===== src/design/l63_pkg.sv =====
// Shared types, codes, constants and the microprogram of the Lorenz-63 Heun step unit.
package l63_pkg;

    // Fixed formats of the datapath.
    localparam int DATA_W = 32;   // Q12.20 state and result values
    localparam int WIDE_W = 33;   // exact corrector sum and operand bus
    localparam int COEF_W = 31;   // unsigned Q11.20 coefficients
    localparam int DT_W   = 24;   // unsigned Q0.24 time step
    localparam int PROD_W = 66;   // full product of two operand-bus values

    // Coefficient values after reset.
    localparam logic [COEF_W-1:0] SIGMA_RST = 31'd10485760;
    localparam logic [COEF_W-1:0] BETA_RST  = 31'd2796203;
    localparam logic [COEF_W-1:0] RHO_RST   = 31'd29360128;

    // Configuration register indexes.
    localparam logic [1:0] CFG_SIGMA = 2'd0;
    localparam logic [1:0] CFG_BETA  = 2'd1;
    localparam logic [1:0] CFG_RHO   = 2'd2;

    // Operations of the shared arithmetic unit.
    localparam logic [2:0] OP_NOP   = 3'd0;
    localparam logic [2:0] OP_ADD   = 3'd1;
    localparam logic [2:0] OP_SUB   = 3'd2;
    localparam logic [2:0] OP_ADDW  = 3'd3;
    localparam logic [2:0] OP_MUL20 = 3'd4;
    localparam logic [2:0] OP_MUL24 = 3'd5;
    localparam logic [2:0] OP_MUL25 = 3'd6;

    // Operand and destination register codes.
    localparam logic [4:0] R_SX  = 5'd0;
    localparam logic [4:0] R_SY  = 5'd1;
    localparam logic [4:0] R_SZ  = 5'd2;
    localparam logic [4:0] R_PX  = 5'd3;
    localparam logic [4:0] R_PY  = 5'd4;
    localparam logic [4:0] R_PZ  = 5'd5;
    localparam logic [4:0] R_AX  = 5'd6;
    localparam logic [4:0] R_AY  = 5'd7;
    localparam logic [4:0] R_AZ  = 5'd8;
    localparam logic [4:0] R_CX  = 5'd9;
    localparam logic [4:0] R_CY  = 5'd10;
    localparam logic [4:0] R_CZ  = 5'd11;
    localparam logic [4:0] R_T0  = 5'd12;
    localparam logic [4:0] R_T1  = 5'd13;
    localparam logic [4:0] R_T2  = 5'd14;
    localparam logic [4:0] R_T3  = 5'd15;
    localparam logic [4:0] R_W0  = 5'd16;
    localparam logic [4:0] R_W1  = 5'd17;
    localparam logic [4:0] R_W2  = 5'd18;
    localparam logic [4:0] R_SIG = 5'd19;
    localparam logic [4:0] R_BET = 5'd20;
    localparam logic [4:0] R_RHO = 5'd21;
    localparam logic [4:0] R_DT  = 5'd22;
    localparam logic [4:0] R_NX  = 5'd23;
    localparam logic [4:0] R_NY  = 5'd24;
    localparam logic [4:0] R_NZ  = 5'd25;

    localparam logic [5:0] PC_LAST = 6'd33;

    typedef struct packed {
        logic [2:0] op;
        logic [4:0] dst;
        logic [4:0] src_a;
        logic [4:0] src_b;
    } instr_t;

    typedef struct packed {
        logic               en;
        logic [4:0]         dst;
        logic signed [32:0] val;
        logic               ovf;
    } wb_t;

    typedef struct packed {
        logic   idle;
        logic   out_load;
        instr_t instr;
    } seq_ctl_t;

    function automatic instr_t mk(input logic [2:0] op, input logic [4:0] dst,
                                  input logic [4:0] a, input logic [4:0] b);
        instr_t r;
        r.op    = op;
        r.dst   = dst;
        r.src_a = a;
        r.src_b = b;
        return r;
    endfunction

    // One Heun step. A result is visible to instructions issued two or more
    // slots after its producer; the order below keeps that distance.
    function automatic instr_t prog_rom(input logic [5:0] pc);
        instr_t r;
        case (pc)
            // Derivative at the current state into A.
            6'd0:  r = mk(OP_SUB,   R_T0, R_SY,  R_SX);
            6'd1:  r = mk(OP_SUB,   R_T1, R_RHO, R_SZ);
            6'd2:  r = mk(OP_MUL20, R_T2, R_SX,  R_SY);
            6'd3:  r = mk(OP_MUL20, R_T3, R_BET, R_SZ);
            6'd4:  r = mk(OP_MUL20, R_AX, R_SIG, R_T0);
            6'd5:  r = mk(OP_MUL20, R_T1, R_SX,  R_T1);
            6'd6:  r = mk(OP_SUB,   R_AZ, R_T2,  R_T3);
            6'd7:  r = mk(OP_SUB,   R_AY, R_T1,  R_SY);
            // Euler predictor into P.
            6'd8:  r = mk(OP_MUL24, R_T0, R_DT,  R_AX);
            6'd9:  r = mk(OP_MUL24, R_T2, R_DT,  R_AY);
            6'd10: r = mk(OP_MUL24, R_T3, R_DT,  R_AZ);
            6'd11: r = mk(OP_ADD,   R_PX, R_SX,  R_T0);
            6'd12: r = mk(OP_ADD,   R_PY, R_SY,  R_T2);
            6'd13: r = mk(OP_ADD,   R_PZ, R_SZ,  R_T3);
            // Derivative at the predictor into C.
            6'd14: r = mk(OP_SUB,   R_T0, R_PY,  R_PX);
            6'd15: r = mk(OP_SUB,   R_T1, R_RHO, R_PZ);
            6'd16: r = mk(OP_MUL20, R_T2, R_PX,  R_PY);
            6'd17: r = mk(OP_MUL20, R_T3, R_BET, R_PZ);
            6'd18: r = mk(OP_MUL20, R_CX, R_SIG, R_T0);
            6'd19: r = mk(OP_MUL20, R_T1, R_PX,  R_T1);
            6'd20: r = mk(OP_SUB,   R_CZ, R_T2,  R_T3);
            6'd21: r = mk(OP_SUB,   R_CY, R_T1,  R_PY);
            // Corrector and noise.
            6'd22: r = mk(OP_ADDW,  R_W0, R_AX,  R_CX);
            6'd23: r = mk(OP_ADDW,  R_W1, R_AY,  R_CY);
            6'd24: r = mk(OP_ADDW,  R_W2, R_AZ,  R_CZ);
            6'd25: r = mk(OP_MUL25, R_T0, R_DT,  R_W0);
            6'd26: r = mk(OP_MUL25, R_T1, R_DT,  R_W1);
            6'd27: r = mk(OP_MUL25, R_T2, R_DT,  R_W2);
            6'd28: r = mk(OP_ADD,   R_T0, R_SX,  R_T0);
            6'd29: r = mk(OP_ADD,   R_T1, R_SY,  R_T1);
            6'd30: r = mk(OP_ADD,   R_T2, R_SZ,  R_T2);
            6'd31: r = mk(OP_ADD,   R_SX, R_T0,  R_NX);
            6'd32: r = mk(OP_ADD,   R_SY, R_T1,  R_NY);
            6'd33: r = mk(OP_ADD,   R_SZ, R_T2,  R_NZ);
            default: r = mk(OP_NOP, R_T0, R_T0,  R_T0);
        endcase
        return r;
    endfunction

endpackage


===== src/design/l63_alu.sv =====
// Shared two-stage arithmetic unit: multiply or add, then round, shift and saturate.
module l63_alu (
    input  logic                 aclk,
    input  logic                 aresetn,
    input  logic [2:0]           op,
    input  logic [4:0]           dst,
    input  logic signed [32:0]   opa,
    input  logic signed [32:0]   opb,
    output l63_pkg::wb_t         wb
);
    import l63_pkg::*;

    localparam logic signed [PROD_W-1:0] RND20  = 66'sd524288;
    localparam logic signed [PROD_W-1:0] RND24  = 66'sd8388608;
    localparam logic signed [PROD_W-1:0] RND25  = 66'sd16777216;
    localparam logic signed [PROD_W-1:0] SAT_HI = 66'sd2147483647;
    localparam logic signed [PROD_W-1:0] SAT_LO = -66'sd2147483648;

    logic signed [PROD_W-1:0] prod;
    logic signed [33:0]       sum_v;
    logic signed [PROD_W-1:0] val_next;
    logic signed [PROD_W-1:0] val_reg;
    logic [2:0]               op_reg;
    logic [4:0]               dst_reg;
    logic                     vld_reg;
    logic signed [PROD_W-1:0] rnd;

    // Stage one: the multiplier or the adder.
    assign prod = opa * opb;

    always_comb begin
        sum_v = 34'(opa) + 34'(opb);
        if (op == OP_SUB) begin
            sum_v = 34'(opa) - 34'(opb);
        end
        case (op)
            OP_MUL20, OP_MUL24, OP_MUL25: val_next = prod;
            default:                      val_next = PROD_W'(sum_v);
        endcase
    end

    always_ff @(posedge aclk) begin
        if (!aresetn) begin
            vld_reg <= 1'b0;
        end else begin
            vld_reg <= (op != OP_NOP);
        end
    end

    always_ff @(posedge aclk) begin
        op_reg  <= op;
        dst_reg <= dst;
        val_reg <= val_next;
    end

    // Stage two: round half up, drop the fraction, clamp all but ADDW to 32 bits.
    always_comb begin
        case (op_reg)
            OP_MUL20: rnd = (val_reg + RND20) >>> 20;
            OP_MUL24: rnd = (val_reg + RND24) >>> 24;
            OP_MUL25: rnd = (val_reg + RND25) >>> 25;
            default:  rnd = val_reg;
        endcase
        wb.en  = vld_reg;
        wb.dst = dst_reg;
        wb.ovf = 1'b0;
        wb.val = rnd[32:0];
        if (op_reg != OP_ADDW) begin
            if (rnd > SAT_HI) begin
                wb.val = SAT_HI[32:0];
                wb.ovf = vld_reg;
            end else if (rnd < SAT_LO) begin
                wb.val = SAT_LO[32:0];
                wb.ovf = vld_reg;
            end
        end
    end

endmodule


===== src/design/l63_seq.sv =====
// Sequencer that steps the microprogram through the shared arithmetic unit.
module l63_seq (
    input  logic              aclk,
    input  logic              aresetn,
    input  logic              start_step,
    input  logic              start_load,
    input  logic              out_free,
    output l63_pkg::seq_ctl_t ctl
);
    import l63_pkg::*;

    localparam logic [1:0] ST_IDLE  = 2'd0;
    localparam logic [1:0] ST_RUN   = 2'd1;
    localparam logic [1:0] ST_DRAIN = 2'd2;
    localparam logic [1:0] ST_DONE  = 2'd3;

    logic [1:0] state_reg;
    logic [1:0] state_next;
    logic [5:0] pc_reg;
    logic [5:0] pc_next;

    always_comb begin
        state_next = state_reg;
        pc_next    = pc_reg;
        case (state_reg)
            ST_IDLE: begin
                pc_next = 6'd0;
                if (start_step) begin
                    state_next = ST_RUN;
                end else if (start_load) begin
                    state_next = ST_DONE;
                end
            end
            ST_RUN: begin
                pc_next = pc_reg + 6'd1;
                if (pc_reg == PC_LAST) begin
                    state_next = ST_DRAIN;
                end
            end
            ST_DRAIN: begin
                // The last writeback lands at the end of this cycle.
                state_next = ST_DONE;
            end
            ST_DONE: begin
                if (out_free) begin
                    state_next = ST_IDLE;
                end
            end
            default: begin
                state_next = ST_IDLE;
            end
        endcase
    end

    always_ff @(posedge aclk) begin
        if (!aresetn) begin
            state_reg <= ST_IDLE;
            pc_reg    <= 6'd0;
        end else begin
            state_reg <= state_next;
            pc_reg    <= pc_next;
        end
    end

    always_comb begin
        ctl.idle     = (state_reg == ST_IDLE);
        ctl.out_load = (state_reg == ST_DONE) && out_free;
        ctl.instr    = prog_rom(pc_reg);
        if (state_reg != ST_RUN) begin
            ctl.instr.op = OP_NOP;
        end
    end

endmodule


===== src/design/lorenz63_heun_step_unit.sv =====
// Top level of the Lorenz-63 Heun step unit: state, operand selection, config and output.
//
// Channel   Direction  Handshake            Payload
// s_        in         s_valid / s_ready    s_req_type, s_dt, s_noise_*, s_init_*
// m_        out        m_valid / m_ready    m_out_x, m_out_y, m_out_z, m_overflow
// cfg_      in         cfg_valid/cfg_ready  cfg_index, cfg_data
//
// A step transaction runs from acceptance until m_valid rises: the
// sequencer issues 34 instructions, one per cycle, into the single shared
// multiply/add unit, waits in its drain state for the last writeback of its
// second stage, and loads the output register from its done state; a new step
// can be accepted once the sequencer is idle again. A load transaction goes
// straight to the done state after acceptance. s_ready is high only while the
// sequencer is idle; a result waits in the output register, and the sequencer
// holds the next result until that register is free. Reset is synchronous and
// active low; it clears the state to zero and restores the default coefficients.
module lorenz63_heun_step_unit (
    input  logic               aclk,
    input  logic               aresetn,
    input  logic               s_valid,
    output logic               s_ready,
    input  logic               s_req_type,
    input  logic [23:0]        s_dt,
    input  logic signed [31:0] s_noise_x,
    input  logic signed [31:0] s_noise_y,
    input  logic signed [31:0] s_noise_z,
    input  logic signed [31:0] s_init_x,
    input  logic signed [31:0] s_init_y,
    input  logic signed [31:0] s_init_z,
    output logic               m_valid,
    input  logic               m_ready,
    output logic signed [31:0] m_out_x,
    output logic signed [31:0] m_out_y,
    output logic signed [31:0] m_out_z,
    output logic               m_overflow,
    input  logic               cfg_valid,
    output logic               cfg_ready,
    input  logic [1:0]         cfg_index,
    input  logic [31:0]        cfg_data
);
    import l63_pkg::*;

    // All values the microprogram can name as operands, gathered for selection.
    typedef struct packed {
        logic signed [31:0] sx, sy, sz;
        logic signed [31:0] px, py, pz;
        logic signed [31:0] ax, ay, az;
        logic signed [31:0] cx, cy, cz;
        logic signed [31:0] t0, t1, t2, t3;
        logic signed [32:0] w0, w1, w2;
        logic [30:0]        sig, bet, rho;
        logic [23:0]        dt;
        logic signed [31:0] nx, ny, nz;
    } bank_t;

    function automatic logic signed [32:0] pick(input logic [4:0] code, input bank_t bk);
        logic signed [32:0] v;
        case (code)
            R_SX:  v = 33'(bk.sx);
            R_SY:  v = 33'(bk.sy);
            R_SZ:  v = 33'(bk.sz);
            R_PX:  v = 33'(bk.px);
            R_PY:  v = 33'(bk.py);
            R_PZ:  v = 33'(bk.pz);
            R_AX:  v = 33'(bk.ax);
            R_AY:  v = 33'(bk.ay);
            R_AZ:  v = 33'(bk.az);
            R_CX:  v = 33'(bk.cx);
            R_CY:  v = 33'(bk.cy);
            R_CZ:  v = 33'(bk.cz);
            R_T0:  v = 33'(bk.t0);
            R_T1:  v = 33'(bk.t1);
            R_T2:  v = 33'(bk.t2);
            R_T3:  v = 33'(bk.t3);
            R_W0:  v = bk.w0;
            R_W1:  v = bk.w1;
            R_W2:  v = bk.w2;
            R_SIG: v = {2'b00, bk.sig};
            R_BET: v = {2'b00, bk.bet};
            R_RHO: v = {2'b00, bk.rho};
            R_DT:  v = {9'd0, bk.dt};
            R_NX:  v = 33'(bk.nx);
            R_NY:  v = 33'(bk.ny);
            R_NZ:  v = 33'(bk.nz);
            default: v = 33'sd0;
        endcase
        return v;
    endfunction

    // Architectural state and coefficients.
    logic signed [31:0] pos_x_reg, pos_y_reg, pos_z_reg;
    logic [30:0]        sigma_reg, beta_reg, rho_reg;
    logic               ovf_reg;

    // Working registers of one step; they need no reset.
    logic signed [31:0] px_reg, py_reg, pz_reg;
    logic signed [31:0] ax_reg, ay_reg, az_reg;
    logic signed [31:0] cx_reg, cy_reg, cz_reg;
    logic signed [31:0] t0_reg, t1_reg, t2_reg, t3_reg;
    logic signed [32:0] w0_reg, w1_reg, w2_reg;
    logic [23:0]        dt_reg;
    logic signed [31:0] nx_reg, ny_reg, nz_reg;

    // Output register.
    logic               m_valid_reg;
    logic signed [31:0] out_x_reg, out_y_reg, out_z_reg;
    logic               out_ovf_reg;

    logic               s_fire;
    logic               start_step;
    logic               start_load;
    logic               out_free;
    seq_ctl_t           ctl;
    wb_t                wb;
    bank_t              bank;
    logic signed [32:0] opa;
    logic signed [32:0] opb;

    assign s_ready    = ctl.idle;
    assign s_fire     = s_valid && s_ready;
    assign start_step = s_fire && !s_req_type;
    assign start_load = s_fire && s_req_type;
    assign out_free   = !m_valid_reg || m_ready;
    assign cfg_ready  = 1'b1;

    l63_seq u_seq (
        .aclk       (aclk),
        .aresetn    (aresetn),
        .start_step (start_step),
        .start_load (start_load),
        .out_free   (out_free),
        .ctl        (ctl)
    );

    always_comb begin
        bank.sx  = pos_x_reg;
        bank.sy  = pos_y_reg;
        bank.sz  = pos_z_reg;
        bank.px  = px_reg;
        bank.py  = py_reg;
        bank.pz  = pz_reg;
        bank.ax  = ax_reg;
        bank.ay  = ay_reg;
        bank.az  = az_reg;
        bank.cx  = cx_reg;
        bank.cy  = cy_reg;
        bank.cz  = cz_reg;
        bank.t0  = t0_reg;
        bank.t1  = t1_reg;
        bank.t2  = t2_reg;
        bank.t3  = t3_reg;
        bank.w0  = w0_reg;
        bank.w1  = w1_reg;
        bank.w2  = w2_reg;
        bank.sig = sigma_reg;
        bank.bet = beta_reg;
        bank.rho = rho_reg;
        bank.dt  = dt_reg;
        bank.nx  = nx_reg;
        bank.ny  = ny_reg;
        bank.nz  = nz_reg;
        opa = pick(ctl.instr.src_a, bank);
        opb = pick(ctl.instr.src_b, bank);
    end

    l63_alu u_alu (
        .aclk    (aclk),
        .aresetn (aresetn),
        .op      (ctl.instr.op),
        .dst     (ctl.instr.dst),
        .opa     (opa),
        .opb     (opb),
        .wb      (wb)
    );

    // State, coefficients and the sticky saturation flag.
    always_ff @(posedge aclk) begin
        if (!aresetn) begin
            pos_x_reg <= 32'sd0;
            pos_y_reg <= 32'sd0;
            pos_z_reg <= 32'sd0;
            sigma_reg <= SIGMA_RST;
            beta_reg  <= BETA_RST;
            rho_reg   <= RHO_RST;
            ovf_reg   <= 1'b0;
        end else begin
            if (cfg_valid && cfg_ready) begin
                case (cfg_index)
                    CFG_SIGMA: sigma_reg <= cfg_data[30:0];
                    CFG_BETA:  beta_reg  <= cfg_data[30:0];
                    CFG_RHO:   rho_reg   <= cfg_data[30:0];
                    default: begin
                    end
                endcase
            end
            if (start_load) begin
                pos_x_reg <= s_init_x;
                pos_y_reg <= s_init_y;
                pos_z_reg <= s_init_z;
            end
            if (wb.en) begin
                case (wb.dst)
                    R_SX: pos_x_reg <= wb.val[31:0];
                    R_SY: pos_y_reg <= wb.val[31:0];
                    R_SZ: pos_z_reg <= wb.val[31:0];
                    default: begin
                    end
                endcase
            end
            if (s_fire) begin
                ovf_reg <= 1'b0;
            end else if (wb.en && wb.ovf) begin
                ovf_reg <= 1'b1;
            end
        end
    end

    // Per-step inputs and intermediate values.
    always_ff @(posedge aclk) begin
        if (start_step) begin
            dt_reg <= s_dt;
            nx_reg <= s_noise_x;
            ny_reg <= s_noise_y;
            nz_reg <= s_noise_z;
        end
        if (wb.en) begin
            case (wb.dst)
                R_PX: px_reg <= wb.val[31:0];
                R_PY: py_reg <= wb.val[31:0];
                R_PZ: pz_reg <= wb.val[31:0];
                R_AX: ax_reg <= wb.val[31:0];
                R_AY: ay_reg <= wb.val[31:0];
                R_AZ: az_reg <= wb.val[31:0];
                R_CX: cx_reg <= wb.val[31:0];
                R_CY: cy_reg <= wb.val[31:0];
                R_CZ: cz_reg <= wb.val[31:0];
                R_T0: t0_reg <= wb.val[31:0];
                R_T1: t1_reg <= wb.val[31:0];
                R_T2: t2_reg <= wb.val[31:0];
                R_T3: t3_reg <= wb.val[31:0];
                R_W0: w0_reg <= wb.val;
                R_W1: w1_reg <= wb.val;
                R_W2: w2_reg <= wb.val;
                default: begin
                end
            endcase
        end
    end

    // Output register: loaded when the sequencer finishes and the slot is free.
    always_ff @(posedge aclk) begin
        if (!aresetn) begin
            m_valid_reg <= 1'b0;
        end else if (ctl.out_load) begin
            m_valid_reg <= 1'b1;
        end else if (m_ready) begin
            m_valid_reg <= 1'b0;
        end
    end

    always_ff @(posedge aclk) begin
        if (ctl.out_load) begin
            out_x_reg   <= pos_x_reg;
            out_y_reg   <= pos_y_reg;
            out_z_reg   <= pos_z_reg;
            out_ovf_reg <= ovf_reg;
        end
    end

    assign m_valid    = m_valid_reg;
    assign m_out_x    = out_x_reg;
    assign m_out_y    = out_y_reg;
    assign m_out_z    = out_z_reg;
    assign m_overflow = out_ovf_reg;

endmodule


===== config.mk =====
export PLATFORM = sky130hd
export DESIGN_NAME = lorenz63_heun_step_unit
export DESIGN_NICKNAME = d
export VERILOG_FILES = /design/src/design/l63_pkg.sv /design/src/design/l63_alu.sv /design/src/design/l63_seq.sv /design/src/design/lorenz63_heun_step_unit.sv
export SDC_FILE = /design/constraint.sdc
export NUM_CORES = 2
export LEC_CHECK = 0
export ABC_AREA = 1
export BUFFER_PORTS_ARGS = -buffer_cell sky130_fd_sc_hd__buf_4
export CAP_MARGIN = 5
export CORE_UTILIZATION = 40
export DETAILED_ROUTE_END_ITERATION = 8
export GPL_ROUTABILITY_DRIVEN = 1
export PLACE_DENSITY_LB_ADDON = 0.2
export SETUP_SLACK_MARGIN = 0.1
export SYNTH_ARGS = -nofsm -noshare
export SYNTH_HDL_FRONTEND = slang
export SYNTH_SLANG_ARGS = --single-unit

===== constraint.sdc =====
create_clock -name aclk -period 17.9 [get_ports aclk]
set_clock_uncertainty 0.1 [all_clocks]
set_input_delay 0 -clock aclk [delete_from_list [all_inputs] [get_ports aclk]]
set_output_delay 0 -clock aclk [all_outputs]
set_load 0.005 [all_outputs]

==> summary.txt <==
Clock tree
  • # H-tree levels: 3
  • CTS buffer count: between 100 and 150
  • Clk_lat worst skew: slightly above 0.8 ns
  • Clock transition at path regs: approximately 0.060 ns
  • CTS tree: done
  • Clock buffer depth: 3
  • Root Driver: clkbuf_16
  • # clock sinks: 1,024
  • Post-CTS Setup Bufs: 0

Yosys
  • Syn Inst Count: around 11,000
  • Syn Area/Cell: 8.244 um^2
  • Sequential-to-total area share from yosys stat: 0.3002
  • Top cells by area, synth: fa_1, edfxtp_1, inv_1, nand2_1, dfxtp_1
  • Mapped Area: a little over 90,000 um^2
  • Synth warnings: 0
  • Mapped Nets: between 10,000 and 15,000
  • Yosys top cell area share: 0.2477
  • Main flop type after synthesis: edfxtp_1
  • Yosys cell types: 67
  • Synth area leader: fa_1
  • Register bit total from synthesis: just over 1,000
  • Asr flop ratio synth: 0
  • Number of synthesized flops with an enable pin: 732

Final layout
  • Finished Layout Cells: between 15,000 and 20,000
  • Syn-to-layout area delta: 15.81%
  • Fraction of layout cells with a size suffix above 1: 0.07660
  • Max FFs per register: 66
  • Fillers: approximately 22,000
  • FF+latch area: between 20,000 and 30,000 um^2
  • NumNets Final: 13,570
  • Utilization after layout: 0.4665
  • Multi-input gate area: 52,860 um^2

Pwr
  • Leakage: about 53 nW
  • VDD IR max: about 0.000096 V
  • Final Power: around 14 mW
  • Pwr dens: around 130 nW/um^2

Timing
  • Final slew viol count: 3
  • Setup Viol. Count Final: 0
  • Max Freq: 78.88 MHz
  • Slew margin rel.: -0.04668
  • Worst Tran Pin Value: 1.570 ns
  • Setup ws final: approximately 5.2 ns
  • Setup TNS: 0 ns
  • RSZ-0062 raised after global routing: false
  • Final hold vios: 0
  • Final min period: 12.68 ns
  • Crit share post-route: 0.7083

GRT
  • Total track usage: 0.3749
  • Initial antenna violation count: 37
  • Total gr overflow: 0
  • Vias in the first global route: 83,450
  • Largest net degree at the start of global routing: 85
  • First-pass GRT wire length: 620,400 um

Place
  • DP Cell Count: 14,390
  • Pre-CTS setup slack: 5.940 ns
  • Post-detail-place hpwl: 322,400 um
  • I/O Buffers: around 350
  • Routability cong.: 1.045

Detailed routing
  • Antenna Nets Post-Route: 0
  • Initial DRC count: around 12,000
  • Via density: 5.668
  • Via count: around 85,000
  • Total Wirelength: between 400,000 and 500,000 um
  • # DRC: 7
  • Post-DR wirelength/cell: a little under 30 um
  • Pre-Repair DR Iteration Count: 9

Die
  • FP Rows: 176
  • Die H: 483.4 um
  • Placeable Area: ~230,000 um^2
  • Die Span X: 483.4 um
  • Initial core utilization: 0.4029
  • Top-Level Pins: 356
  • Die area: 233,700 um^2

Worst setup path
  • Critical Path End Type: register
  • CP Class: reg -> reg
  • Max incr delay on CP: 0.96 ns
  • Slowest CP cell: nor4_1
  • Most used cell, CP: nand2_1
  • Setup crit start kind: register
  • Required @ worst endpoint: 18.42 ns
  • Critical Path AT: 13.20 ns
  • CP Max Fanout: 34
  • R2R depth: 41

Run status
  • Failing checks: design-rule violations, max-capacitance violations, max-slew violations
  • Status: complete, but fails checks

Hold path
  • Hold Path Cell Cnt: 4
  • Hold WC Path Type: in -> reg

Job
  • Maxcap violations: 1
## worst max-delay path, delay by kind of cell (launching register included)
kind / cells / cell delay (ns)
fa+ha+maj: 9 / 4.51
flops: 1 / 0.38
compound gates: 6 / 1.55
simple gates: 16 / 3.07
buf+inv: 10 / 2.75
## cell usage in the layout, fill, tap and decap left out, drive strengths merged, types with 126 or more instances in the layout
| cell type | instances |
|---|---|
| o21ai | 391 |
| o22ai | 364 |
| edfxtp | 732 |
| ha | 271 |
| buf | 588 |
| dfxtp | 292 |
| dlygate4sd3 | 423 |
| nand2 | 2572 |
| a21oi | 341 |
| inv | 2759 |
| nand3 | 444 |
| nand4 | 126 |
| nor2 | 710 |
| a221oi | 132 |
| clkbuf | 142 |
| fa | 1147 |
## where the power goes
group          total [mW]  internal (mW)  switching, mW
clock                2.45           1.35           1.10
combinational        8.07           2.29           5.77
sequential           3.35           3.01          0.336
total                13.9           6.66           7.21
## cells in the mapped netlist (6+ instances only)
cell          n
a21o_1        7
buf_2        69
o22ai_1     364
xnor2_1      34
a22o_1       12
nand3_2      10
a221oi_1    132
o2111ai_1    22
a2111oi_0     7
nor4_1       33
clkbuf_1    344
o211ai_1     77
inv_1      2721
nor2_2       17
o21ai_0     381
dfxtp_1     292
fa_1       1147
clkinv_1     24
xor2_1       47
nand3b_1      8
o31ai_1      10
nand2_2      10
a211oi_1     20
o21bai_1      8
buf_4         6
inv_2        26
or2_2        15
a21boi_0     10
nand3_1     433
a21oi_1     341
a22oi_1      28
o21ai_1       9
nor3_1       49
o221ai_1     17
nand2_1    2562
a31oi_1      36
nand4_1     125
buf_1        40
ha_1        271
nor2_1      691
o21a_1       10
edfxtp_1    732
buf_6         9
## cell type report
cell class              count  share of cell area
multi-input cells        6981              0.4924
flip-flops and latches   1024              0.2592
inverters                2771             0.09691
repair buffers           1011             0.08059
well taps                3026             0.03527
clock buffers             142             0.02840
clock inverters            69            0.007028
diodes                     11           0.0002564
## per-layer routing
layer,up-vias,GRT usage,wire (um)
met5,-,0.01164,445
met4,12,0.1397,20090
met3,939,0.1301,59830
met2,5543,0.5374,182500
met1,42340,0.5171,181400
li1,36390,-,-
## logic make-up after synthesis
kind of cell | synth area share
buffers and inverters | 0.1332
AO/OA/AOI/OAI | 0.09998
flip-flops | 0.3002
adder cells (fa/ha/maj) | 0.2843
other | 0.00004045
AND/OR/NAND/NOR | 0.1748
XOR/XNOR | 0.007652
## metrics by stage
step | hold WS [ns] | area, um^2
floorplan | -0.001131 | 92710
global placement | 0.07831 | 99290
detailed placement | 0.07937 | 99290
CTS | 0.004284 | 107300
global route | 0.05508 | 107300
finish | 0.02846 | 107400
## final timing paths
path	to	slack, ns	start
worst max-delay path	u_alu.val_reg[65]$_DFF_P_	5.22	u_seq.ctl[8]$_SDFF_PP1_
worst min-delay path	rho_reg[11]$_SDFFE_PN0P_	0.03	cfg_data[11]
worst max register to register	u_alu.val_reg[65]$_DFF_P_	5.22	u_seq.ctl[8]$_SDFF_PP1_
worst min register to register	u_alu.dst_reg[2]$_DFF_P_	0.22	u_seq.ctl[12]$_DFF_P_
## timing repair
action                                 CTS  global route
gates resized for setup                  0             0
hold buffers                           423             0
endpoints found under the hold margin  370             0
No activity file was read; power rests on OpenSTA's default activity.
